### src/gbba_pkg.sv
// ----------------------------------------------------------------------------
// gbba_pkg
// Shared types, sizes and codes of the grouped bitmap block allocator.
// ----------------------------------------------------------------------------
package gbba_pkg;

    localparam int GROUPS          = 16;
    localparam int BITS_PER_GROUP  = 8192;
    localparam int WORD_BITS       = 32;
    localparam int WORDS_PER_GROUP = BITS_PER_GROUP / WORD_BITS;
    localparam int GRP_W           = $clog2(GROUPS);
    localparam int WIDX_W          = $clog2(WORDS_PER_GROUP);
    localparam int BIT_W           = $clog2(WORD_BITS);
    localparam int ADDR_W          = GRP_W + WIDX_W;
    localparam int DEPTH           = GROUPS * WORDS_PER_GROUP;
    localparam int GCNT_W          = 14;
    localparam int TOT_W           = 18;
    localparam int NG_W            = 5;
    localparam int CFG_IDX_W       = 2;

    localparam logic [2:0] KIND_ALLOC     = 3'd0;
    localparam logic [2:0] KIND_FREE      = 3'd1;
    localparam logic [2:0] KIND_LOAD_WORD = 3'd2;
    localparam logic [2:0] KIND_LOAD_GCNT = 3'd3;
    localparam logic [2:0] KIND_LOAD_TOT  = 3'd4;

    localparam logic [1:0] ST_DONE     = 2'd0;
    localparam logic [1:0] ST_NO_SPACE = 2'd1;
    localparam logic [1:0] ST_RANGE    = 2'd2;
    localparam logic [1:0] ST_IS_FREE  = 2'd3;

    localparam logic [CFG_IDX_W-1:0] CFG_FIRST_DATA = 2'd0;
    localparam logic [CFG_IDX_W-1:0] CFG_BPG        = 2'd1;
    localparam logic [CFG_IDX_W-1:0] CFG_TOTAL      = 2'd2;
    localparam logic [CFG_IDX_W-1:0] CFG_GROUPS     = 2'd3;

    typedef struct packed {
        logic [2:0]        kind;
        logic [TOT_W-1:0]  block_number;
        logic [3:0]        group;
        logic [7:0]        word_index;
        logic [31:0]       load_value;
    } in_item_t;

    typedef struct packed {
        logic [1:0]        status;
        logic [TOT_W-1:0]  block_number_res;
        logic [TOT_W-1:0]  total_free;
    } out_item_t;

    typedef struct packed {
        logic              data_start;
        logic [GCNT_W-1:0] group_size;
        logic [TOT_W-1:0]  total_blocks;
        logic [NG_W-1:0]   groups_in_use;
    } cfg_t;

    typedef struct packed {
        logic                 we;
        logic [ADDR_W-1:0]    addr;
        logic [WORD_BITS-1:0] wdata;
    } mem_req_t;

endpackage

### src/gbba_engine.sv
// ----------------------------------------------------------------------------
// gbba_engine
// Sequencer: clearing pass, allocate scan, free divide and check, loads.
// ----------------------------------------------------------------------------
module gbba_engine (
    input  logic                           clk,
    input  logic                           rst_n,
    input  gbba_pkg::cfg_t                 cfg,
    input  logic                           in_valid,
    output logic                           in_stall,
    input  gbba_pkg::in_item_t             in_item,
    output logic                           out_valid,
    input  logic                           out_stall,
    output gbba_pkg::out_item_t            out_item,
    output gbba_pkg::mem_req_t             mem_req,
    input  logic [gbba_pkg::WORD_BITS-1:0] rd_data
);
    import gbba_pkg::*;

    localparam int BASE_W = TOT_W + 1;

    localparam logic [2:0] S_CLEAR = 3'd0;
    localparam logic [2:0] S_IDLE  = 3'd1;
    localparam logic [2:0] S_AGRP  = 3'd2;
    localparam logic [2:0] S_ACHK  = 3'd3;
    localparam logic [2:0] S_FDIV  = 3'd4;
    localparam logic [2:0] S_FCHK  = 3'd5;
    localparam logic [2:0] S_OUT   = 3'd6;

    logic [2:0]           state_reg, state_next;
    logic [ADDR_W-1:0]    clr_reg, clr_next;
    logic [NG_W-1:0]      g_reg, g_next;
    logic [WIDX_W-1:0]    w_reg, w_next;
    logic [BASE_W-1:0]    base_reg, base_next;
    logic [BASE_W-1:0]    wbase_reg, wbase_next;
    logic [TOT_W-1:0]     off_reg, off_next;
    logic [GCNT_W-1:0]    gcnt_reg [GROUPS];
    logic [TOT_W-1:0]     tot_reg, tot_next;
    logic [1:0]           st_reg, st_next;
    logic [TOT_W-1:0]     blk_reg, blk_next;
    logic                 out_valid_reg;
    out_item_t            out_item_reg;
    logic                 gcnt_we;
    logic [GRP_W-1:0]     gcnt_idx;
    logic [GCNT_W-1:0]    gcnt_wval;

    logic [GCNT_W-1:0]    bpg_eff;
    logic [NG_W-1:0]      ng_eff;
    logic                 accept;
    logic [GCNT_W:0]      wofs;
    logic [GCNT_W:0]      lim1;
    logic [BASE_W-1:0]    lim2;
    logic [BIT_W:0]       nv1, nv2, nvalid;
    logic [WORD_BITS-1:0] vmask, free_bits, first_bit;
    logic [BIT_W-1:0]     first_idx;
    logic [GCNT_W-1:0]    cur_cnt;
    logic                 out_load;

    assign bpg_eff = (cfg.group_size > GCNT_W'(BITS_PER_GROUP))
                   ? GCNT_W'(BITS_PER_GROUP) : cfg.group_size;
    assign ng_eff  = (cfg.groups_in_use > NG_W'(GROUPS)) ? NG_W'(GROUPS) : cfg.groups_in_use;
    assign accept  = in_valid && !in_stall;
    assign in_stall = (state_reg != S_IDLE);
    assign cur_cnt = gcnt_reg[g_reg[GRP_W-1:0]];

    // valid bits of the current word
    assign wofs = (GCNT_W+1)'({w_reg, {BIT_W{1'b0}}});
    assign lim1 = ({1'b0, bpg_eff} > wofs) ? ({1'b0, bpg_eff} - wofs) : '0;
    assign lim2 = (BASE_W'(cfg.total_blocks) > wbase_reg)
                ? (BASE_W'(cfg.total_blocks) - wbase_reg) : '0;
    assign nv1  = (lim1 >= (GCNT_W+1)'(WORD_BITS)) ? (BIT_W+1)'(WORD_BITS) : lim1[BIT_W:0];
    assign nv2  = (lim2 >= BASE_W'(WORD_BITS)) ? (BIT_W+1)'(WORD_BITS) : lim2[BIT_W:0];
    assign nvalid = (nv1 < nv2) ? nv1 : nv2;

    always_comb
    begin
        for (int i = 0; i < WORD_BITS; i++)
        begin
            vmask[i] = ((BIT_W+1)'(i) < nvalid);
        end
    end

    assign free_bits = ~rd_data & vmask;
    assign first_bit = free_bits & (~free_bits + 1'b1);

    always_comb
    begin
        first_idx = '0;
        for (int i = 0; i < WORD_BITS; i++)
        begin
            if (first_bit[i])
            begin
                first_idx = first_idx | BIT_W'(i);
            end
        end
    end

    always_comb
    begin
        state_next = state_reg;
        clr_next   = clr_reg;
        g_next     = g_reg;
        w_next     = w_reg;
        base_next  = base_reg;
        wbase_next = wbase_reg;
        off_next   = off_reg;
        tot_next   = tot_reg;
        st_next    = st_reg;
        blk_next   = blk_reg;
        gcnt_we    = 1'b0;
        gcnt_idx   = g_reg[GRP_W-1:0];
        gcnt_wval  = cur_cnt;
        mem_req.we    = 1'b0;
        mem_req.addr  = {g_reg[GRP_W-1:0], w_reg};
        mem_req.wdata = '0;
        case (state_reg)
            S_CLEAR:
            begin
                mem_req.we   = 1'b1;
                mem_req.addr = clr_reg;
                clr_next     = clr_reg + 1'b1;
                if (clr_reg == {ADDR_W{1'b1}})
                begin
                    state_next = S_IDLE;
                end
            end
            S_IDLE:
            begin
                if (accept)
                begin
                    st_next    = ST_DONE;
                    blk_next   = '0;
                    g_next     = '0;
                    w_next     = '0;
                    state_next = S_OUT;
                    case (in_item.kind)
                        KIND_ALLOC:
                        begin
                            base_next  = BASE_W'(cfg.data_start);
                            state_next = S_AGRP;
                        end
                        KIND_FREE:
                        begin
                            if (bpg_eff == '0
                                || in_item.block_number < TOT_W'(cfg.data_start)
                                || in_item.block_number >= cfg.total_blocks)
                            begin
                                st_next = ST_RANGE;
                            end
                            else
                            begin
                                off_next   = in_item.block_number
                                           - TOT_W'(cfg.data_start);
                                state_next = S_FDIV;
                            end
                        end
                        KIND_LOAD_WORD:
                        begin
                            mem_req.we    = 1'b1;
                            mem_req.addr  = {in_item.group[GRP_W-1:0],
                                             in_item.word_index[WIDX_W-1:0]};
                            mem_req.wdata = in_item.load_value[WORD_BITS-1:0];
                        end
                        KIND_LOAD_GCNT:
                        begin
                            gcnt_we   = 1'b1;
                            gcnt_idx  = in_item.group[GRP_W-1:0];
                            gcnt_wval = in_item.load_value[GCNT_W-1:0];
                        end
                        KIND_LOAD_TOT:
                        begin
                            tot_next = in_item.load_value[TOT_W-1:0];
                        end
                        default:
                        begin
                            st_next = ST_DONE;
                        end
                    endcase
                end
            end
            S_AGRP:
            begin
                mem_req.addr = {g_reg[GRP_W-1:0], {WIDX_W{1'b0}}};
                w_next       = '0;
                wbase_next   = base_reg;
                if (g_reg >= ng_eff)
                begin
                    st_next    = ST_NO_SPACE;
                    state_next = S_OUT;
                end
                else if (cur_cnt == '0)
                begin
                    base_next = base_reg + BASE_W'(bpg_eff);
                    g_next    = g_reg + 1'b1;
                end
                else
                begin
                    state_next = S_ACHK;
                end
            end
            S_ACHK:
            begin
                if (free_bits != '0)
                begin
                    mem_req.we    = 1'b1;
                    mem_req.wdata = rd_data | first_bit;
                    gcnt_we       = 1'b1;
                    gcnt_wval     = (cur_cnt == '0) ? '0 : cur_cnt - 1'b1;
                    tot_next      = (tot_reg == '0) ? '0 : tot_reg - 1'b1;
                    blk_next      = TOT_W'(wbase_reg + BASE_W'(first_idx));
                    st_next       = ST_DONE;
                    state_next    = S_OUT;
                end
                else if (nvalid != (BIT_W+1)'(WORD_BITS) || w_reg == {WIDX_W{1'b1}})
                begin
                    base_next  = base_reg + BASE_W'(bpg_eff);
                    g_next     = g_reg + 1'b1;
                    state_next = S_AGRP;
                end
                else
                begin
                    w_next       = w_reg + 1'b1;
                    wbase_next   = wbase_reg + BASE_W'(WORD_BITS);
                    mem_req.addr = {g_reg[GRP_W-1:0], w_reg + 1'b1};
                end
            end
            S_FDIV:
            begin
                mem_req.addr = {g_reg[GRP_W-1:0], off_reg[BIT_W +: WIDX_W]};
                if (off_reg < TOT_W'(bpg_eff))
                begin
                    state_next = S_FCHK;
                end
                else if (g_reg == NG_W'(GROUPS - 1))
                begin
                    st_next    = ST_RANGE;
                    state_next = S_OUT;
                end
                else
                begin
                    off_next = off_reg - TOT_W'(bpg_eff);
                    g_next   = g_reg + 1'b1;
                end
            end
            S_FCHK:
            begin
                mem_req.addr = {g_reg[GRP_W-1:0], off_reg[BIT_W +: WIDX_W]};
                state_next   = S_OUT;
                if (rd_data[off_reg[BIT_W-1:0]])
                begin
                    mem_req.we    = 1'b1;
                    mem_req.wdata = rd_data & ~(WORD_BITS'(1) << off_reg[BIT_W-1:0]);
                    gcnt_we       = 1'b1;
                    gcnt_wval     = (cur_cnt == {GCNT_W{1'b1}}) ? cur_cnt : cur_cnt + 1'b1;
                    tot_next      = (tot_reg == {TOT_W{1'b1}}) ? tot_reg : tot_reg + 1'b1;
                    st_next       = ST_DONE;
                end
                else
                begin
                    st_next = ST_IS_FREE;
                end
            end
            S_OUT:
            begin
                if (out_load)
                begin
                    state_next = S_IDLE;
                end
            end
            default:
            begin
                state_next = S_IDLE;
            end
        endcase
    end

    // result waits here so the next item can start
    assign out_load = (state_reg == S_OUT) && (!out_valid_reg || !out_stall);

    always_ff @(posedge clk or negedge rst_n)
    begin
        if (!rst_n)
        begin
            state_reg     <= S_CLEAR;
            clr_reg       <= '0;
            tot_reg       <= '0;
            out_valid_reg <= 1'b0;
            for (int i = 0; i < GROUPS; i++)
            begin
                gcnt_reg[i] <= '0;
            end
        end
        else
        begin
            state_reg <= state_next;
            clr_reg   <= clr_next;
            tot_reg   <= tot_next;
            if (gcnt_we)
            begin
                gcnt_reg[gcnt_idx] <= gcnt_wval;
            end
            if (out_load)
            begin
                out_valid_reg <= 1'b1;
            end
            else if (!out_stall)
            begin
                out_valid_reg <= 1'b0;
            end
        end
    end

    always_ff @(posedge clk)
    begin
        g_reg     <= g_next;
        w_reg     <= w_next;
        base_reg  <= base_next;
        wbase_reg <= wbase_next;
        off_reg   <= off_next;
        st_reg    <= st_next;
        blk_reg   <= blk_next;
        if (out_load)
        begin
            out_item_reg.status           <= st_reg;
            out_item_reg.block_number_res <= blk_reg;
            out_item_reg.total_free       <= tot_reg;
        end
    end

    assign out_valid = out_valid_reg;
    assign out_item  = out_item_reg;

endmodule

### config.mk
export PLATFORM = sky130hd
export DESIGN_NAME = gbba_engine
export DESIGN_NICKNAME = d
export VERILOG_FILES = /design/src/gbba_pkg.sv /design/src/gbba_engine.sv
export SDC_FILE = /design/constraint.sdc
export NUM_CORES = 1
export LEC_CHECK = 0
export BUFFER_PORTS_ARGS = -buffer_cell sky130_fd_sc_hd__buf_4
export CORE_MARGIN = 10
export CORE_UTILIZATION = 45
export CTS_BUF_LIST = sky130_fd_sc_hd__clkbuf_2
export DETAILED_ROUTE_END_ITERATION = 8
export PLACE_DENSITY = 0.64
export SLEW_MARGIN = 20
export SYNTH_ARGS = -nofsm -noshare
export SYNTH_HDL_FRONTEND = slang
export SYNTH_SLANG_ARGS = --single-unit
### constraint.sdc
create_clock -name clk -period 25.4 [get_ports clk]
set_input_delay 5.08 -clock clk [delete_from_list [all_inputs] [get_ports clk]]
set_output_delay 5.08 -clock clk [all_outputs]
set_load 0.005 [all_outputs]
After elaboration in Yosys (flattened, before gate mapping)

Cells that the tools add are included.

Logic and storage cells: 399
Bits of input ports: 139
Register bits: 385

Shift-type cells: 1
Eq/ne operators: 40
Reductions and logical operators: 33
$lt $le $gt $ge: 47
Add/subtract/negate cells: 15
Bitwise logic cells: 9
Mux-type cells: 224

Operators by type and width:

| operator                                                             | count |
|---|---|
| 18-bit 2-to-1 mux                                                    | 29 |
| 19-bit 2-to-1 mux                                                    | 21 |
| 45-bit 2-to-1 mux                                                    | 5 |
| 224-bit bitwise mux                                                  | 1 |
| 14-bit 2-to-1 mux                                                    | 15 |
| 5-bit 2-to-1 mux                                                     | 34 |
| 32-bit 2-to-1 mux                                                    | 4 |
| 32-bit bitwise AND                                                   | 3 |
| 5-bit by 6-bit < comparator with 1-bit output (first input constant) | 16 |
| 32-bit inverter                                                      | 3 |
| 32-bit case mux with 3 select lines                                  | 1 |
| 3-bit 2-to-1 mux                                                     | 30 |
| 18-bit case mux with 2 select lines                                  | 2 |
| 8-bit 2-to-1 mux                                                     | 8 |
| 12-bit case mux with 5 select lines                                  | 1 |
| 19-bit case mux with 3 select lines                                  | 1 |
| 14-bit binary-select mux with 4-bit select                           | 1 |
| 14-bit demux with 4-bit select                                       | 1 |
| 4-bit 2-to-1 mux                                                     | 14 |
| 18-bit case mux with 3 select lines                                  | 1 |
| 4-bit by 6-bit < comparator with 1-bit output (first input constant) | 8 |
| 12-bit 2-to-1 mux                                                    | 4 |
| 2-bit 2-to-1 mux                                                     | 23 |
| 14-bit case mux with 3 select lines                                  | 1 |
| 77 further kinds                                                     | 142 |

Logic depth before layout (Yosys ltp)

Gate-level depths: netlist (run 1).

Depth in word-level cells: 48
Depth in mapped cells: 42

Least setup slack after synthesis (run 1)

Ideal clock, no wire load.

Path type: input to output
From: input port cfg[5] (netlist name)
To: output port mem_req[35] (netlist name)
Setup slack: 8.858 ns
Arrival: 11.462 ns
Stages: 32
Path through: inv_1 -> ha_1 -> inv_1 -> fa_1 -> a21o_1 -> a221oi_2 -> o22ai_1 -> nor3_1 -> o22ai_2 -> or4_1 -> buf_2 -> nor2_2 -> buf_4 -> nand2_1 -> ha_1 -> a21oi_1 -> o21ai_0 -> nor3_1 -> o31ai_2 -> buf_2 -> nand2_1 -> o211ai_1 -> a21oi_1 -> nor2_1 -> a221oi_1 -> nand4_1 -> nor3_4 -> buf_6 -> and3_1 -> clkbuf_1 -> nand2_1 -> o311ai_0

RTL lines:

| element     | RTL line          | source |
|---|---|---|
| from (decl) | gbba_engine.sv:8  | `input gbba_pkg::cfg_t cfg,` |
| to (decl)   | gbba_engine.sv:15 | `output gbba_pkg::mem_req_t mem_req,` |

==> flow_summary.toml, run 1 <==
[synthesis]
ys_ff_latch = 385
synth-seq-area-share_pct = 37.9
synth_cells = 2646
synth_ff_type = "dfrtp_1"
syn_area_um2 = 27100
yosysWarnings = 0
avgSynthCellArea_um2 = 10.2
syn_nets = 2889
synth_edf_count = 127
async_flop_share_pct = 67.0
synth_cell_types = 111

[clocking]
clk_path_buf_depth = 3
insertion_delay_ns = 1.16
path_clk_slew_ns = 0.08
cts_max_level = 3
cts_hold_buf = 0
clock-sinks = 385
cts_setup_buffers = 0
post_cts_resized = 0
cts-buffers-inserted = 101
cts-root-buf = "clkbuf_2"
cts_tree = "yes"

[critical_path]
crit_path_frequent_cell = "nand2_1"
path_max_fanout = 18
end_kind = "output pin"
crit_type = "in2out"
slowest_stage = "nor3_1"
required_ns = 20.32
cpPeakStageDelay_ns = 0.75
worst-path-buf-inv = 6
cp_data_arrival_time_ns = 14.12
critPathTopFamily = "simple AND/OR/NAND/NOR gates"
start_kind = "input pin"

[grt]
grt_first_pass_wirelength_um = 147000
overflow = 0
grt_util_all_layers_pct = 27.1
grt_start_max_net_pins = 130
antenna_found_initial = 7
first_global_vias = 23382

[detailed_routing]
ant_nets = 0
via_per_inst = 6.26
drcViolationCount = 0
via_count = 23251
wl_per_cell_um = 26.3
finalWirelength_um = 97700
drt_iter0_drc = 2379
firstDrtPassIters = 9

[timing]
worst_pin_slew_ns = 1.16
post-route-period-util_pct = 75.6
finalCriticalPeriod_ns = 19.20
drv_slew = 0
finalSetupTns_ns = 0
finClkSkew_ns = 0.100
fmax_mhz = 52.1
relSlewSlack_pct = 22.4
setup_viol = 0
finalHoldViolCount = 0
rsz0062_at_grt = "false"

[run]
maxCapViolCount = 0

[die]
initial_core_util_pct = 45.7
core_area_um2 = 59200
die_w_um = 265
die_y_um = 265
die_area_um2 = 70300
core.rowCount = 89
ios = 224

[placement]
dpl.hpwl_um = 73500
portBuffers = 223
placed_area_um2 = 29300
place_congestion = 0.967
dp_cells = 3539

[cells_and_area]
fin_area_um2 = 30200
nets = 3113
synthToLayoutAreaGrowth_pct = 11.6
drive_gt1_share_pct = 27.0
largest_register_ffs = 224
seq_area_um2 = 10300
final_cells = 3714
multi_input_area_um2 = 15500
n_fill_cell = 5471

[power]
p_per_area_nw_per_um2 = 118
finalPower_mw = 3.55
peakVddDrop_mv = 0.0606
leakage_nw = 13.0

[run_status]
status = "finished, final reports clean"

[min_path]
hp-class = "reg2reg"
==> layer usage <==
metal / GRT usage, % / up-vias / routed length, um
li1: - / 10365 / -
met1: 34.7 / 11446 / 40400
met2: 44.0 / 1169 / 45600
met3: 5.61 / 261 / 7790
met4: 12.0 / 10 / 3920
met5: 0 / - / 58
==> cells by family after synthesis <==
logic type               share of synthesized area (%)
XOR/XNOR                                          3.66
AND/OR/NAND/NOR                                   14.5
buffers and inverters                             4.81
adder cells (fa/ha/maj)                           4.95
flip-flops                                        37.9
AO/OA/AOI/OAI                                     16.2
multiplexers                                      17.9
==> synth_stat cells (15+ instances only) <==
cell      instances  share of area (%)
mux4_2           80                6.7
inv_1           144                2.0
mux2_4           80                4.4
o221ai_1         33                1.1
and2_1           16               0.37
xnor2_1          78                2.5
nor3_1           69                1.3
dfrtp_1         258                 24
o21a_1           17               0.47
nand2_1         218                3.0
nand3b_1         16               0.44
mux2_2          138                5.7
edfxtp_1        127                 14
or3_1            31               0.72
a31oi_1          28               0.65
nor2b_1          33               0.76
nand2b_1         24               0.55
buf_2            27               0.50
ha_1             99                4.6
o22ai_1          15               0.35
nor4_1           17               0.39
clkbuf_1         77                1.1
o21ai_0         169                3.1
a21oi_1         141                2.6
nor2_1          183                2.5
and3_1           34               0.79
nand4_1          28               0.65
xor2_1           35                1.1
a21o_1           29               0.80
mux2i_1          22               0.81
nand3_1          75                1.4
==> per-stage QoR <==
stage                     util, %  hold slack (ns)  setup slack, ns
after floorplan                 -            0.400             8.86
after global placement       49.4            0.403             6.40
after detailed placement     49.4            0.405             6.38
after CTS                    50.9            0.422             6.35
after global routing         51.0            0.426             5.55
final                        51.0            0.422             6.20
==> cell usage in the layout (no fill, tap or decap), drive strengths merged, types with 17 or more instances in the layout <==
cell type,count
buf,263
dfrtp,258
mux2,225
nand2,219
nor2,184
o21ai,179
a21oi,159
inv,146
clkbuf,145
edfxtp,127
ha,99
mux4,80
xnor2,78
nand3,75
nor3,71
xor2,35
and3,34
o221ai,34
nor2b,33
or3,31
a21o,30
nand4,30
a31oi,29
clkinv,26
nand2b,24
mux2i,22
nor4,18
o21a,17
==> layout make-up <==
| type | instances | share of cell area [%] |
|---|---|---|
| Antenna cell | 1 | 0.00829 |
| Clock buffer | 145 | 2.40 |
| Inverter | 146 | 1.81 |
| Sequential cell | 385 | 34.0 |
| Multi-Input combinational cell | 1973 | 51.5 |
| Clock inverter | 28 | 0.493 |
| Tap cell | 773 | 3.20 |
| Timing Repair Buffer | 263 | 6.60 |
==> worst reg2reg max path, delay by kind of cell (launching register included) <==
family                   cells  cell delay (ns)
AND/OR/NAND/NOR             16             5.35
flip-flops                   1             0.42
buffers and inverters        4             0.58
XOR/XNOR                     1             0.18
adder cells (fa/ha/maj)      5             1.70
AO/OA/AOI/OAI               11             2.63
==> where the power goes <==
group / internal (mW) / switching, mW
Clock: 0.163 / 0.268
Combinational: 0.814 / 1.25
Sequential: 0.896 / 0.164
==> worst paths after layout <==
kind,start,to,slack [ns],cells after the start
setup / recovery,cfg[36],mem_req[35],6.20,30
hold / removal,blk_reg[14],out_item[32],0.42,0
setup reg to reg,wbase_reg[0],blk_reg[14],14.24,37
hold reg to reg,blk_reg[14],out_item[32],0.42,0
max in group asynchronous,rst_n,tot_reg[7],19.81,2
min in group asynchronous,rst_n,gcnt_reg[129],4.05,1
(Power assumes the default switching activity.)
==> inputs of run 2 (changes only) <==
- clock period: 25.4 -> 18.8 ns (I/O delays scaled with it)
==> flow_summary.toml, run 2 (synthesis gave the netlist of run 1 again) <==
[power]
leakage_nw = 13.0
p_per_area_nw_per_um2 = 159
finalPower_mw = 4.80
peakVddDrop_mv = 0.0858

[die]
die_y_um = 265
ios = 224
die_w_um = 265
die_area_um2 = 70300
initial_core_util_pct = 45.7
core.rowCount = 89
core_area_um2 = 59200

[detailed_routing]
firstDrtPassIters = 8
via_per_inst = 6.23
via_count = 23172
drt_iter0_drc = 2262
wl_per_cell_um = 26.0
drcViolationCount = 0
finalWirelength_um = 96600
ant_nets = 0

[clocking]
post_cts_resized = 0
cts_setup_buffers = 0
clock-sinks = 385
cts_max_level = 3
cts_hold_buf = 0
cts-buffers-inserted = 100
clk_path_buf_depth = 3
cts-root-buf = "clkbuf_2"
insertion_delay_ns = 1.14
path_clk_slew_ns = 0.10
cts_tree = "yes"

[run_status]
status = "finished, final reports clean"

[critical_path]
cpPeakStageDelay_ns = 0.78
crit_type = "in2out"
path_max_fanout = 18
worst-path-buf-inv = 6
slowest_stage = "nor3_1"
critPathTopFamily = "simple AND/OR/NAND/NOR gates"
cp_data_arrival_time_ns = 12.77
end_kind = "output pin"
required_ns = 15.04
start_kind = "input pin"

[timing]
post-route-period-util_pct = 87.9
worst_slack_ns = 2.27
worst_pin_slew_ns = 1.12
drv_slew = 0
finalHoldViolCount = 0
finalCriticalPeriod_ns = 16.53
relSlewSlack_pct = 25.1
finClkSkew_ns = 0.101
setup_viol = 0
finalSetupTns_ns = 0
fmax_mhz = 60.5
rsz0062_at_grt = "false"
fin_hold_ws_ns = 0.381

[placement]
place_congestion = 0.957
placed_area_um2 = 29300
portBuffers = 223
dp_cells = 3538
place_ws_ns = 2.30
dpl.hpwl_um = 72600

[grt]
grt_start_max_net_pins = 100
antenna_found_initial = 7
grt_util_all_layers_pct = 26.8
first_global_vias = 23191
overflow = 0
grt_first_pass_wirelength_um = 146000

[cells_and_area]
nets = 3110
n_fill_cell = 5439
fin_area_um2 = 30200
drive_gt1_share_pct = 27.2
layout_common_cells = "259 x buf_4, 258 x dfrtp_1, 217 x nand2_1"
final_cells = 3717
synthToLayoutAreaGrowth_pct = 11.8
fin_util_pct = 51.0
largest_register_ffs = 224
mostFrequentLayoutCell = "buf_4"

[min_path]
hp-class = "reg2reg"

[run]
maxCapViolCount = 0
## run 2: cell types whose count changed in the layout (fill, tap and decap cells not counted), moves of 2 or more
cell,change
clkbuf_2,+4
clkinv_1,-4
diode_2,+3
buf_4,-2
## run 2: power by group
group,internal [mW],leakage (nW),total (mW),switching [mW]
logic,1.10,7.70,2.77,1.67
registers,1.21,4.57,1.44,0.231
clock network,0.239,0.701,0.594,0.355
total,2.55,13.0,4.80,2.26
## run 2: layout make-up
cell class                 instances  area, um^2  area share [%]
antenna                            4        10.0          0.0331
clock buffer                     149         746            2.47
clock inverter                    26         169           0.559
inverter                         146         548            1.81
multi-input combinational       1973       15600            51.5
sequential                       385       10300            34.0
tap                              773         967            3.20
timing repair buffer             261        1970            6.52
## run 2: final timing paths
| check | from | end | slack [ns] | cells after the start |
|---|---|---|---|---|
| worst min-delay path | blk_reg[6] | out_item[24] | 0.38 | 0 |
| worst max-delay path | cfg[36] | mem_req[36] | 2.27 | 28 |
| min in group asynchronous | rst_n | gcnt_reg[130] | 2.68 | 1 |
| worst max register to register | wbase_reg[0] | blk_reg[6] | 7.60 | 36 |
| max in group asynchronous | rst_n | clr_reg[3] | 13.94 | 3 |
| worst min register to register | blk_reg[6] | out_item[24] | 0.38 | 0 |
## run 2: per-layer routing
layer,wire (um),GRT usage [%],vias up
li1,-,-,10367
met1,40200,34.4,11441
met2,45300,43.4,1130
met3,7500,5.57,226
met4,3470,11.7,8
met5,47,0,-
